**src/hdl/zefp_pkg.sv**
```systemverilog
`timescale 1ns / 1ps
// ----------------------------------------------------------------------------
// zefp_pkg
// shared types, record ids and the timestamp slot layout for the zip extra
// field parser
// ----------------------------------------------------------------------------
package zefp_pkg;

    localparam int LENGTH_BITS_DEF = 16;

    localparam logic [15:0] ID_STAMP = 16'h5455;
    localparam logic [15:0] ID_UNIX  = 16'h7875;

    localparam int NUM_STAMPS = 3;

    typedef struct packed {
        logic [2:0]       present;
        logic [2:0][3:0]  start;
    } t_slots;

    typedef struct packed {
        logic [2:0]        stamp_take;
        logic [2:0][31:0]  stamp_val;
        logic              unix_take;
        logic [31:0]       uid;
        logic [31:0]       gid;
    } t_commit;

    typedef struct packed {
        logic [31:0] mod_time;
        logic [31:0] acc_time;
        logic [31:0] cre_time;
        logic        has_mod_time;
        logic        has_acc_time;
        logic        has_cre_time;
        logic        has_unix_ids;
        logic [31:0] user_id;
        logic [31:0] group_id;
    } t_result;

    // where each time sits in the payload; a missing time moves the next up
    function automatic t_slots stamp_slots(input logic [7:0] flags, input logic [15:0] size);
        t_slots     s;
        logic [3:0] off;
        off = 4'd1;
        for (int k = 0; k < NUM_STAMPS; k++) begin
            s.start[k]   = off;
            s.present[k] = flags[k] && ({12'h000, off} + 16'd4 <= size);
            if (s.present[k]) begin
                off = off + 4'd4;
            end
        end
        return s;
    endfunction

endpackage

```
**src/hdl/zefp_if.sv**
```systemverilog
`timescale 1ns / 1ps
// ----------------------------------------------------------------------------
// zefp_if
// byte input channel and result output channel, valid/ready handshake
// ----------------------------------------------------------------------------
interface zefp_in_if;
    logic       valid;
    logic       ready;
    logic [7:0] data_byte;
    logic       last_byte;

    modport source (output valid, output data_byte, output last_byte, input ready);
    modport sink   (input valid, input data_byte, input last_byte, output ready);
endinterface

interface zefp_out_if;
    logic        valid;
    logic        ready;
    logic [31:0] mod_time;
    logic [31:0] acc_time;
    logic [31:0] cre_time;
    logic        has_mod_time;
    logic        has_acc_time;
    logic        has_cre_time;
    logic        has_unix_ids;
    logic [31:0] user_id;
    logic [31:0] group_id;

    modport source (
        output valid, input ready,
        output mod_time, output acc_time, output cre_time,
        output has_mod_time, output has_acc_time, output has_cre_time,
        output has_unix_ids, output user_id, output group_id
    );
    modport sink (
        input valid, output ready,
        input mod_time, input acc_time, input cre_time,
        input has_mod_time, input has_acc_time, input has_cre_time,
        input has_unix_ids, input user_id, input group_id
    );
endinterface

```
**src/hdl/zip_extra_field_parser_core.sv**
```systemverilog
`timescale 1ns / 1ps
// ----------------------------------------------------------------------------
// zip_extra_field_parser_core
// result: registered, valid in the cycle after the last byte is accepted
// throughput: one byte per cycle; input ready drops only while a finished
//   result sits in the output register and the sink is not ready
// reset: synchronous, clears the record walker, committed values and the
//   output valid flag; no clearing pass
// ----------------------------------------------------------------------------
module zip_extra_field_parser_core #(
    parameter int LENGTH_BITS = zefp_pkg::LENGTH_BITS_DEF
) (
    input  logic    i_clk,
    input  logic    i_rst_n,
    zefp_in_if.sink    i_in,
    zefp_out_if.source o_out
);

    logic              take;
    logic              emit;
    logic              can_load;
    logic              out_valid;
    zefp_pkg::t_commit commit;
    zefp_pkg::t_result result;
    zefp_pkg::t_result out_result;

    assign i_in.ready = can_load;
    assign take       = i_in.valid && can_load;

    zefp_parser #(
        .LENGTH_BITS(LENGTH_BITS)
    ) u_parser (
        .i_clk       (i_clk),
        .i_rst_n     (i_rst_n),
        .i_take      (take),
        .i_data_byte (i_in.data_byte),
        .i_last_byte (i_in.last_byte),
        .o_commit    (commit)
    );

    zefp_commit u_commit (
        .i_clk       (i_clk),
        .i_rst_n     (i_rst_n),
        .i_take      (take),
        .i_last_byte (i_in.last_byte),
        .i_commit    (commit),
        .o_emit      (emit),
        .o_result    (result)
    );

    zefp_out_stage u_out (
        .i_clk      (i_clk),
        .i_rst_n    (i_rst_n),
        .i_load     (emit),
        .i_result   (result),
        .i_ready    (o_out.ready),
        .o_valid    (out_valid),
        .o_can_load (can_load),
        .o_result   (out_result)
    );

    assign o_out.valid        = out_valid;
    assign o_out.mod_time     = out_result.mod_time;
    assign o_out.acc_time     = out_result.acc_time;
    assign o_out.cre_time     = out_result.cre_time;
    assign o_out.has_mod_time = out_result.has_mod_time;
    assign o_out.has_acc_time = out_result.has_acc_time;
    assign o_out.has_cre_time = out_result.has_cre_time;
    assign o_out.has_unix_ids = out_result.has_unix_ids;
    assign o_out.user_id      = out_result.user_id;
    assign o_out.group_id     = out_result.group_id;

    a_result_from_last: assert property (@(posedge i_clk) disable iff (!i_rst_n)
        $rose(out_valid) |-> $past(take && i_in.last_byte))
        else $error("result beat without an accepted last byte");

endmodule

```
**src/hdl/zefp_parser.sv**
```systemverilog
`timescale 1ns / 1ps
// ----------------------------------------------------------------------------
// zefp_parser
// record walker: header bytes, payload offset, pending record values and the
// commit decision on the final payload byte of each record
// ----------------------------------------------------------------------------
module zefp_parser #(
    parameter int LENGTH_BITS = zefp_pkg::LENGTH_BITS_DEF
) (
    input  logic              i_clk,
    input  logic              i_rst_n,
    input  logic              i_take,
    input  logic [7:0]        i_data_byte,
    input  logic              i_last_byte,
    output zefp_pkg::t_commit o_commit
);

    logic [LENGTH_BITS-1:0] r_field_count, n_field_count;
    logic [2:0]             r_header_count, n_header_count;
    logic [15:0]            r_record_id, n_record_id;
    logic [15:0]            r_record_size, n_record_size;
    logic [15:0]            r_payload_offset, n_payload_offset;
    logic [7:0]             r_stamp_flags, n_stamp_flags;
    logic [7:0]             r_uid_width, n_uid_width;
    logic [7:0]             r_gid_width, n_gid_width;
    logic [31:0]            r_pend [5];
    logic [31:0]            n_pend [5];

    zefp_pkg::t_slots  cur_slots;
    zefp_pkg::t_slots  new_slots;
    zefp_pkg::t_commit commit;
    logic [7:0]        stamp_flags_now;
    logic [15:0]       diff;
    logic [15:0]       idx;
    logic [15:0]       jdx;
    logic [16:0]       id_need;

    // flags as they stand after this beat while inside a timestamp payload
    assign stamp_flags_now = (r_payload_offset == 16'd0) ? i_data_byte : r_stamp_flags;

    assign cur_slots = zefp_pkg::stamp_slots(r_stamp_flags, r_record_size);
    assign new_slots = zefp_pkg::stamp_slots(stamp_flags_now, r_record_size);

    always_comb begin
        n_field_count    = r_field_count;
        n_header_count   = r_header_count;
        n_record_id      = r_record_id;
        n_record_size    = r_record_size;
        n_payload_offset = r_payload_offset;
        n_stamp_flags    = r_stamp_flags;
        n_uid_width      = r_uid_width;
        n_gid_width      = r_gid_width;
        for (int k = 0; k < 5; k++) begin
            n_pend[k] = r_pend[k];
        end
        commit  = '0;
        diff    = '0;
        idx     = r_payload_offset - 16'd2;
        jdx     = idx - {8'h00, r_uid_width} - 16'd1;
        id_need = '0;

        if (r_field_count != '1) begin
            n_field_count = r_field_count + LENGTH_BITS'(1);
            if (r_header_count < 3'd4) begin
                unique case (r_header_count[1:0])
                    2'd0: n_record_id        = {8'h00, i_data_byte};
                    2'd1: n_record_id[15:8]  = i_data_byte;
                    2'd2: n_record_size      = {8'h00, i_data_byte};
                    2'd3: n_record_size[15:8] = i_data_byte;
                endcase
                n_header_count = r_header_count + 3'd1;
                if (r_header_count == 3'd3) begin
                    n_payload_offset = '0;
                    n_stamp_flags    = '0;
                    n_uid_width      = '0;
                    n_gid_width      = '0;
                    for (int k = 0; k < 5; k++) begin
                        n_pend[k] = '0;
                    end
                    if (n_record_size == 16'd0) begin
                        n_header_count = 3'd0;
                    end
                end
            end else begin
                if (r_record_id == zefp_pkg::ID_STAMP) begin
                    if (r_payload_offset == 16'd0) begin
                        n_stamp_flags = i_data_byte;
                    end else begin
                        for (int k = 0; k < zefp_pkg::NUM_STAMPS; k++) begin
                            diff = r_payload_offset - {12'h000, cur_slots.start[k]};
                            if (cur_slots.present[k]
                                && r_payload_offset >= {12'h000, cur_slots.start[k]}
                                && diff < 16'd4) begin
                                n_pend[k][{diff[1:0], 3'b000} +: 8] =
                                    r_pend[k][{diff[1:0], 3'b000} +: 8] | i_data_byte;
                            end
                        end
                    end
                end else if (r_record_id == zefp_pkg::ID_UNIX
                             && r_payload_offset >= 16'd1) begin
                    if (r_payload_offset == 16'd1) begin
                        n_uid_width = i_data_byte;
                    end else if (idx < {8'h00, r_uid_width}) begin
                        if (idx < 16'd4) begin
                            n_pend[3][{idx[1:0], 3'b000} +: 8] =
                                r_pend[3][{idx[1:0], 3'b000} +: 8] | i_data_byte;
                        end
                    end else if (idx == {8'h00, r_uid_width}) begin
                        n_gid_width = i_data_byte;
                    end else if (jdx < {8'h00, r_gid_width} && jdx < 16'd4) begin
                        n_pend[4][{jdx[1:0], 3'b000} +: 8] =
                            r_pend[4][{jdx[1:0], 3'b000} +: 8] | i_data_byte;
                    end
                end

                n_payload_offset = r_payload_offset + 16'd1;

                // record complete
                if ({1'b0, r_payload_offset} + 17'd1 >= {1'b0, r_record_size}) begin
                    n_header_count = 3'd0;
                    if (r_record_id == zefp_pkg::ID_STAMP) begin
                        for (int k = 0; k < zefp_pkg::NUM_STAMPS; k++) begin
                            commit.stamp_take[k] = new_slots.present[k] && (n_pend[k] != '0);
                            commit.stamp_val[k]  = n_pend[k];
                        end
                    end else if (r_record_id == zefp_pkg::ID_UNIX) begin
                        id_need = 17'd3 + {9'h000, n_uid_width} + {9'h000, n_gid_width};
                        commit.unix_take = (id_need <= {1'b0, r_record_size});
                        commit.uid = (n_uid_width == 8'd0 || n_uid_width > 8'd8) ? '0 : n_pend[3];
                        commit.gid = (n_gid_width == 8'd0 || n_gid_width > 8'd8) ? '0 : n_pend[4];
                    end
                end
            end
        end
    end

    assign o_commit = commit;

    always_ff @(posedge i_clk) begin
        if (!i_rst_n || (i_take && i_last_byte)) begin
            r_field_count    <= '0;
            r_header_count   <= '0;
            r_record_id      <= '0;
            r_record_size    <= '0;
            r_payload_offset <= '0;
            r_stamp_flags    <= '0;
            r_uid_width      <= '0;
            r_gid_width      <= '0;
            for (int k = 0; k < 5; k++) begin
                r_pend[k] <= '0;
            end
        end else if (i_take) begin
            r_field_count    <= n_field_count;
            r_header_count   <= n_header_count;
            r_record_id      <= n_record_id;
            r_record_size    <= n_record_size;
            r_payload_offset <= n_payload_offset;
            r_stamp_flags    <= n_stamp_flags;
            r_uid_width      <= n_uid_width;
            r_gid_width      <= n_gid_width;
            for (int k = 0; k < 5; k++) begin
                r_pend[k] <= n_pend[k];
            end
        end
    end

    a_header_bound: assert property (@(posedge i_clk) disable iff (!i_rst_n)
        r_header_count <= 3'd4)
        else $error("header count out of range");

    a_offset_in_record: assert property (@(posedge i_clk) disable iff (!i_rst_n)
        r_header_count == 3'd4 |-> r_payload_offset < r_record_size)
        else $error("payload offset past record size");

    a_last_clears: assert property (@(posedge i_clk) disable iff (!i_rst_n)
        i_take && i_last_byte |=> r_header_count == 3'd0 && r_field_count == '0)
        else $error("parser not cleared after last beat");

endmodule

```
**src/hdl/zefp_commit.sv**
```systemverilog
`timescale 1ns / 1ps
// ----------------------------------------------------------------------------
// zefp_commit
// committed values and flags; merges each record commit and forms the result
// on the final beat of the field
// ----------------------------------------------------------------------------
module zefp_commit (
    input  logic              i_clk,
    input  logic              i_rst_n,
    input  logic              i_take,
    input  logic              i_last_byte,
    input  zefp_pkg::t_commit i_commit,
    output logic              o_emit,
    output zefp_pkg::t_result o_result
);

    logic [31:0] r_val [5];
    logic [31:0] n_val [5];
    logic [3:0]  r_has, n_has;

    always_comb begin
        for (int k = 0; k < 5; k++) begin
            n_val[k] = r_val[k];
        end
        n_has = r_has;
        if (i_take) begin
            for (int k = 0; k < zefp_pkg::NUM_STAMPS; k++) begin
                if (i_commit.stamp_take[k]) begin
                    n_val[k]  = i_commit.stamp_val[k];
                    n_has[k]  = 1'b1;
                end
            end
            if (i_commit.unix_take) begin
                n_val[3] = i_commit.uid;
                n_val[4] = i_commit.gid;
                n_has[3] = 1'b1;
            end
        end
    end

    assign o_emit = i_take && i_last_byte;

    assign o_result.mod_time     = n_val[0];
    assign o_result.acc_time     = n_val[1];
    assign o_result.cre_time     = n_val[2];
    assign o_result.has_mod_time = n_has[0];
    assign o_result.has_acc_time = n_has[1];
    assign o_result.has_cre_time = n_has[2];
    assign o_result.has_unix_ids = n_has[3];
    assign o_result.user_id      = n_val[3];
    assign o_result.group_id     = n_val[4];

    always_ff @(posedge i_clk) begin
        if (!i_rst_n || o_emit) begin
            r_has <= '0;
            for (int k = 0; k < 5; k++) begin
                r_val[k] <= '0;
            end
        end else begin
            r_has <= n_has;
            for (int k = 0; k < 5; k++) begin
                r_val[k] <= n_val[k];
            end
        end
    end

    a_emit_clears: assert property (@(posedge i_clk) disable iff (!i_rst_n)
        o_emit |=> r_has == 4'd0 && r_val[3] == '0 && r_val[4] == '0)
        else $error("committed state not cleared after result");

    a_no_commit_idle: assert property (@(posedge i_clk) disable iff (!i_rst_n)
        !i_take |=> r_has == $past(r_has))
        else $error("committed flags changed without a beat");

endmodule

```
**src/hdl/zefp_out_stage.sv**
```systemverilog
`timescale 1ns / 1ps
// ----------------------------------------------------------------------------
// zefp_out_stage
// result register between the parser and the output channel
// ----------------------------------------------------------------------------
module zefp_out_stage (
    input  logic              i_clk,
    input  logic              i_rst_n,
    input  logic              i_load,
    input  zefp_pkg::t_result i_result,
    input  logic              i_ready,
    output logic              o_valid,
    output logic              o_can_load,
    output zefp_pkg::t_result o_result
);

    logic              r_valid;
    zefp_pkg::t_result r_result;

    assign o_can_load = !r_valid || i_ready;
    assign o_valid    = r_valid;
    assign o_result   = r_result;

    always_ff @(posedge i_clk) begin
        if (!i_rst_n) begin
            r_valid <= 1'b0;
        end else if (i_load) begin
            r_valid <= 1'b1;
        end else if (i_ready) begin
            r_valid <= 1'b0;
        end
    end

    always_ff @(posedge i_clk) begin
        if (i_load) begin
            r_result <= i_result;
        end
    end

    a_load_when_free: assert property (@(posedge i_clk) disable iff (!i_rst_n)
        i_load |-> o_can_load)
        else $error("result loaded over an untaken beat");

endmodule
```
**src/flat_wrapper.sv**
```systemverilog
// flat-port wrapper written by rule: the top's interface ports become plain ports
module zip_extra_field_parser_core_flat 
#(
    parameter int LENGTH_BITS = zefp_pkg::LENGTH_BITS_DEF
)
  (i_clk, i_rst_n, i_in_valid, i_in_data_byte, i_in_last_byte, i_in_ready, o_out_valid, o_out_ready, o_out_mod_time, o_out_acc_time, o_out_cre_time, o_out_has_mod_time, o_out_has_acc_time, o_out_has_cre_time, o_out_has_unix_ids, o_out_user_id, o_out_group_id);
  zefp_in_if i_in_i ();
  zefp_out_if o_out_i ();
  input  logic i_clk;
  input  logic i_rst_n;
  input wire logic [$bits(i_in_i.valid)-1:0] i_in_valid;
  input wire logic [$bits(i_in_i.data_byte)-1:0] i_in_data_byte;
  input wire logic [$bits(i_in_i.last_byte)-1:0] i_in_last_byte;
  output wire logic [$bits(i_in_i.ready)-1:0] i_in_ready;
  output wire logic [$bits(o_out_i.valid)-1:0] o_out_valid;
  input wire logic [$bits(o_out_i.ready)-1:0] o_out_ready;
  output wire logic [$bits(o_out_i.mod_time)-1:0] o_out_mod_time;
  output wire logic [$bits(o_out_i.acc_time)-1:0] o_out_acc_time;
  output wire logic [$bits(o_out_i.cre_time)-1:0] o_out_cre_time;
  output wire logic [$bits(o_out_i.has_mod_time)-1:0] o_out_has_mod_time;
  output wire logic [$bits(o_out_i.has_acc_time)-1:0] o_out_has_acc_time;
  output wire logic [$bits(o_out_i.has_cre_time)-1:0] o_out_has_cre_time;
  output wire logic [$bits(o_out_i.has_unix_ids)-1:0] o_out_has_unix_ids;
  output wire logic [$bits(o_out_i.user_id)-1:0] o_out_user_id;
  output wire logic [$bits(o_out_i.group_id)-1:0] o_out_group_id;
  assign i_in_i.valid = i_in_valid;
  assign i_in_i.data_byte = i_in_data_byte;
  assign i_in_i.last_byte = i_in_last_byte;
  assign i_in_ready = i_in_i.ready;
  assign o_out_valid = o_out_i.valid;
  assign o_out_i.ready = o_out_ready;
  assign o_out_mod_time = o_out_i.mod_time;
  assign o_out_acc_time = o_out_i.acc_time;
  assign o_out_cre_time = o_out_i.cre_time;
  assign o_out_has_mod_time = o_out_i.has_mod_time;
  assign o_out_has_acc_time = o_out_i.has_acc_time;
  assign o_out_has_cre_time = o_out_i.has_cre_time;
  assign o_out_has_unix_ids = o_out_i.has_unix_ids;
  assign o_out_user_id = o_out_i.user_id;
  assign o_out_group_id = o_out_i.group_id;
  zip_extra_field_parser_core #(.LENGTH_BITS(LENGTH_BITS)) u_core (.i_clk(i_clk), .i_rst_n(i_rst_n), .i_in(i_in_i), .o_out(o_out_i));
endmodule
```
**config.mk**
```make
export PLATFORM = sky130hd
export DESIGN_NAME = zip_extra_field_parser_core_flat
export DESIGN_NICKNAME = d
export VERILOG_FILES = /design/src/hdl/zefp_pkg.sv /design/src/hdl/zefp_if.sv /design/src/hdl/zip_extra_field_parser_core.sv /design/src/hdl/zefp_parser.sv /design/src/hdl/zefp_commit.sv /design/src/hdl/zefp_out_stage.sv /design/src/flat_wrapper.sv
export SDC_FILE = /design/constraint.sdc
export NUM_CORES = 1
export LEC_CHECK = 0
export BUFFER_PORTS_ARGS = -buffer_cell sky130_fd_sc_hd__buf_2
export CAP_MARGIN = 10
export CORE_MARGIN = 8
export CORE_UTILIZATION = 35
export CTS_BUF_LIST = sky130_fd_sc_hd__clkbuf_16
export DETAILED_ROUTE_END_ITERATION = 12
export SLEW_MARGIN = 5
export SYNTH_ARGS = -nofsm -noshare
export SYNTH_HDL_FRONTEND = slang
export SYNTH_SLANG_ARGS = --single-unit
```
**constraint.sdc**
```tcl
create_clock -name i_clk -period 7.8 [get_ports i_clk]
set_clock_uncertainty 0.05 [all_clocks]
set_input_delay 0.39 -clock i_clk [delete_from_list [all_inputs] [get_ports i_clk]]
set_output_delay 0.39 -clock i_clk [all_outputs]
set_load 0.02 [all_outputs]
```
# After elaboration in Yosys (flattened, before gate mapping)
# Memories as Yosys holds them, arrays and structs flattened.
# Cells that the tools add are included.
# totals
regBits	255
ram_bits	320
in_bits	13
wordCells	243
memories	2
# memory_table
name	words	word_bits	read_ports	rd_clocked_by_memory_dff	wr	line_no	rtl
u_core.u_commit.r_val	5	32	5	0	5	zefp_commit.sv:17	logic [31:0] r_val [5];
u_core.u_parser.r_pend	5	32	5	0	5	zefp_parser.sv:26	logic [31:0] r_pend [5];
# classes
n_addsub	23
magnitude_cmp	20
n_eq_ne	10
shift	15
muxes	94
n_bitwise	15
reduce_logical	44
# ops
operator	n
$mux W32	23
$mux W160	4
$mux W164	3
$mux W96	4
$mux W64	4
$bwmux W32	5
$mux W8	20
$shift A8 B7 Y32 const A	5
$shiftx A32 B6 Y8	5
$shiftx A8 B7 Y32	5
$mux W65	2
$mux W99	1
$reduce_bool A32 Y1	3
$lt A16 B3 Y1 const B	5
$le A5 B16 Y1	4
$or A8 B8 Y8	5
$neg A5 Y7	5
$add A16 B1 Y16 const B	2
$eq A16 B15 Y1 const B	2
$ge A16 B4 Y1	2
$logic_not A16 Y1	2
$lt A16 B8 Y1	2
$mux W16	2
$pmux W8 S2	2
other kinds (36)	104

# Logic depth before layout (Yosys ltp)
# depth
ltp_word	26
mapped_depth	35
mapped_depth_nobuf	30

# Cells and area by module
# A second synthesis with hierarchy kept.
# unflattened
hier_cells	3137
hier_area_um2	30341.6
# by_module_without_submodules
module	n_inst	cells_per_inst	area_each_um2	seq_area_each_um2
zefp_parser	1	2050	17471.8	6526.3
zefp_commit	1	918	7890.1	3283.1
zefp_out_stage	1	168	4973.5	4944.7
zip_extra_field_parser_core	1	1	6.3	0.0

# Worst setup path before layout
# No wires, ideal clock.
# synth_timing
path_kind	reg2reg
startpoint	register u_core.u_parser.r_payload_offset[1]
endpoint	memory u_core.u_commit.r_val[3][4], in the netlist u_core.u_commit.r_val[0][100]
setup_ps	59
t_arrival_ps	7191
required_time_ps	7691
setup_slack_ps	499
stages_incl_launch_ff	32
n_path_buf	5
synth_period_minus_slack_ps	7301
path_cell_list	dfxtp_1 > clkbuf_1 > inv_1 > ha_1 > nand2_1 > xnor2_1 > ha_1 > clkbuf_1 > nand4_1 > or2_2 > or4b_2 > clkbuf_1 > buf_1 > mux2_2 > ha_1 > fa_1 > a21oi_1 > nor2_1 > nor2_1 > o21bai_1 > a21oi_1 > xnor2_1 > ha_1 > a21o_1 > a211oi_1 > a211o_1 > a31oi_1 > nand4bb_1 > or3_1 > clkbuf_1 > o21ai_0 > and2_1
# synth_lines
item	line_no	rtl
from (decl)	zefp_parser.sv:22	logic [15:0] r_payload_offset, n_payload_offset;
from (signal assigned)	zefp_parser.sv:157	r_payload_offset <= n_payload_offset;
to (decl)	zefp_commit.sv:17	

==> flow_summary.toml <==
[outcome]
status = "finished clean"

[place]
routabilityCongestion = 0.929
portBuffers = 178
dp_cells = 4194
dpl.hpwl_mm = 59.7

[grt]
antenna_found_initial = 4
globalRouteTotalUtil = 0.176
grt_pass1_vias = 22500
gr-total-overflow = 0
grt_pass1_wl_mm = 134
grt_max_degree = 98

[setup_path]
cp_cell_sequence = "nor4_1, and3_1, and3_1, nand2b_1, inv_1, ha_1, and3_1, o41ai_2, ha_1, inv_1, ha_1, o21a_1, or4_1, a2111o_1, inv_1, nand3_1, mux2i_1, nand4_1, or3_1, o21ai_1, buf_4, a21oi_1"
required_ns = 8.10
end_kind = "register"
worstSetupPathType = "register to register"
critPathLaunch = "u_core.u_parser.r_record_size[4]"
reg2reg_slack_ns = 0.57
cp-start-kind = "register"
r2r_cells = 22
cp.arrival_ns = 7.52
r2r-end = "u_core.u_out.o_result[85]"
worst_path_largest_cell_delay_ns = 0.63
r2r_start = "u_core.u_parser.r_record_size[4]"
critPathSlowestCell = "o41ai_2"
crit_fanout = 15
cp-endpoint = "u_core.u_out.o_result[85]"

[synthesis]
seq_area_frac_synth = 0.493
syn_nets = 3090
synth_ff_type = "edfxtp_1"
ys_ff_latch = 575
synth_enable_flop_cells = 324
synth_area_mm2 = 0.0299
synthDominantCellAreaShare = 0.325
ys_types = 84
synth_cells = 2980
synth.area.top_cells = "edfxtp_1 33%, dfxtp_1 17%, mux2i_1 7.0%"
yosysWarnings = 0
synth.avg_cell_area_um2 = 10.0
synth_largest_area_cell = "edfxtp_1"
ys_async_sr_fraction = 0

[drt]
dr.pass1.iters = 5
wl_per_cell_um = 20.0
wl_mm = 86.0
ant_nets = 0
remaining_drc_errors = 0
drt-initial-drc-count = 1872
via_per_inst = 5.35
vias = 23000

[final_layout]
mostFrequentLayoutCells = "390 x nor2_1, 344 x nand2_1, 324 x edfxtp_1"
layout-area-overhead-vs-synth_pct = 14.1
final_nets = 3222
final_common_cell = "nor2_1"
final_cells = 4308
drive_gt1_frac = 0.166

[timing]
hold_viol_final = 0
relSlewSlack = 0.176
max_freq_mhz = 138
min_period_ns = 7.23
finalSetupViolations = 0
finalSetupTns_ns = 0
slew_violations = 0
tightestPinTransition_ns = 1.23
grt_setup_unrepaired = "no"
post-route-period-util = 0.927

[floorplan]
fp-row-count = 107
fp.dieH_um = 308
core_mm2 = 0.0849
start_util = 0.352
die-width_um = 308
pin_count = 179
dieArea_mm2 = 0.0950

[cts]
clkSinkCount = 575
htree_levels = 2
cts_buffers = 59
clk_pin_slew_worst_paths_ns = 0.06
clk-insertion-delay-late_ns = 0.63
cts_root_buf = "clkbuf_16"
clockBufferDepth = 3
cts_tree = "done"

[power_and_ir_drop]
leakage_nw = 13.4
powerDensity_mw_per_mm2 = 192
ir_drop_uv = 197

[hold_path]
min_path_type = "primary input to register"

[run]
drv_cap = 0
-- worst min-delay path by stage --
stage | startpoint | endpoint | slack (ns) | depth (start not counted)
floorplan | u_core.u_commit.r_val[0][128] | u_core.u_commit.r_val[0][128] | 0.37 | 2
global placement | u_core.u_commit.r_val[0][141] | u_core.u_commit.r_val[0][141] | 0.38 | 2
detailed placement | u_core.u_commit.r_val[0][139] | u_core.u_commit.r_val[0][139] | 0.39 | 2
CTS | o_out_ready | u_core.u_out.o_valid | 0.01 | 3
global route | o_out_ready | u_core.u_out.o_valid | 0.06 | 3
finish | o_out_ready | u_core.u_out.o_valid | 0.04 | 3
-- flip-flops by register name, indices dropped and copies added (netlist names) --
signal / count
u_core.u_parser.r_pend: 160
u_core.u_commit.r_has: 4
u_core.u_out.o_valid: 1
u_core.u_parser.r_header_count: 3
u_core.u_parser.r_record_size: 16
u_core.u_commit.r_val: 160
u_core.u_parser.r_record_id: 16
u_core.u_out.o_result: 164
u_core.u_parser.r_field_count: 16
u_core.u_parser.r_payload_offset: 16
u_core.u_parser.r_stamp_flags: 3
u_core.u_parser.r_gid_width: 8
u_core.u_parser.r_uid_width: 8
-- per-stage QoR --
step                setup slack [ns]  hold slack, ns  cell area (µm²)  power, W   util
floorplan                      0.499           0.375            29900   0.00362      -
CTS                            0.368          0.0141            34100   0.00664  0.402
detailed placement             0.395           0.392            32100   0.00376  0.379
global route                   0.187          0.0642            34100   0.00678  0.402
global placement               0.477           0.383            32100   0.00376  0.379
finish                         0.573          0.0437            34100   0.00656  0.402
-- worst max-delay path: cells and delay by family, from the launching register on --
kind / cells / cell delay, ns
and+or+nand+nor: 9 / 3.02
adders and majority gates: 3 / 0.94
AOI/OAI and AO/OA: 5 / 1.49
buffers and inverters: 4 / 0.60
DFF: 1 / 0.33
muxes: 1 / 0.52
-- synthesized netlist by cell type, types with 75 or more instances --
master / n
nor2_1: 390
nand2_1: 345
edfxtp_1: 324
dfxtp_1: 251
mux2i_1: 210
clkbuf_1: 143
o21ai_0: 135
a21oi_1: 112
ha_1: 95
inv_1: 88
mux2_2: 82
nand3_1: 79
and2_1: 75
-- power by group --
group	total (W)	internal (W)	leakage [nW]	switching, W
clock network	0.00287	0.00162	0.998	0.00124
registers	0.00332	0.00328	5.29	0.0000489
logic	0.000372	0.000102	7.09	0.000270
total	0.00656	0.00500	13.4	0.00156
-- layer usage --
layer,wire (µm),share of wire,track usage,vias to the layer above
li1,-,-,-,11000
met1,37600,0.44,0.237,11200
met2,40700,0.47,0.289,742
met3,5120,0.060,0.0261,155
met4,2580,0.030,0.0577,4
met5,26,0.00030,0,-
-- area by class of cell --
| type | count | area, µm² |
|---|---|---|
| well taps | 1144 | 1430 |
| fillers | 8334 | 50800 |
| inverters | 90 | 348 |
| repair buffers | 249 | 1440 |
| multi-input cells | 2137 | 14200 |
| clock buffers | 61 | 1530 |
| diodes | 1 | 2.50 |
| clock inverters | 51 | 432 |
| flip-flops and latches | 575 | 14800 |
-- repair_timing --
item / 4_1_cts / 5_1_grt
buffers inserted: 0 / 0
setup endpoints to repair: 0 / 27
hold buffers: 1 / 0
gates resized for setup: 0 / 2
endpoints found under the hold margin: 1 / 0
-- cell families after synthesis --
kind of cell | count (synthesis) | synth area share
multiplexers | 328 | 0.128
XOR/XNOR | 58 | 0.0170
buffers and inverters | 268 | 0.0351
adder cells (fa/ha/maj) | 97 | 0.0411
flip-flops | 575 | 0.493
AO/OA/AOI/OAI | 465 | 0.0979
AND/OR/NAND/NOR | 1189 | 0.188
(Power assumes the default switching activity.)
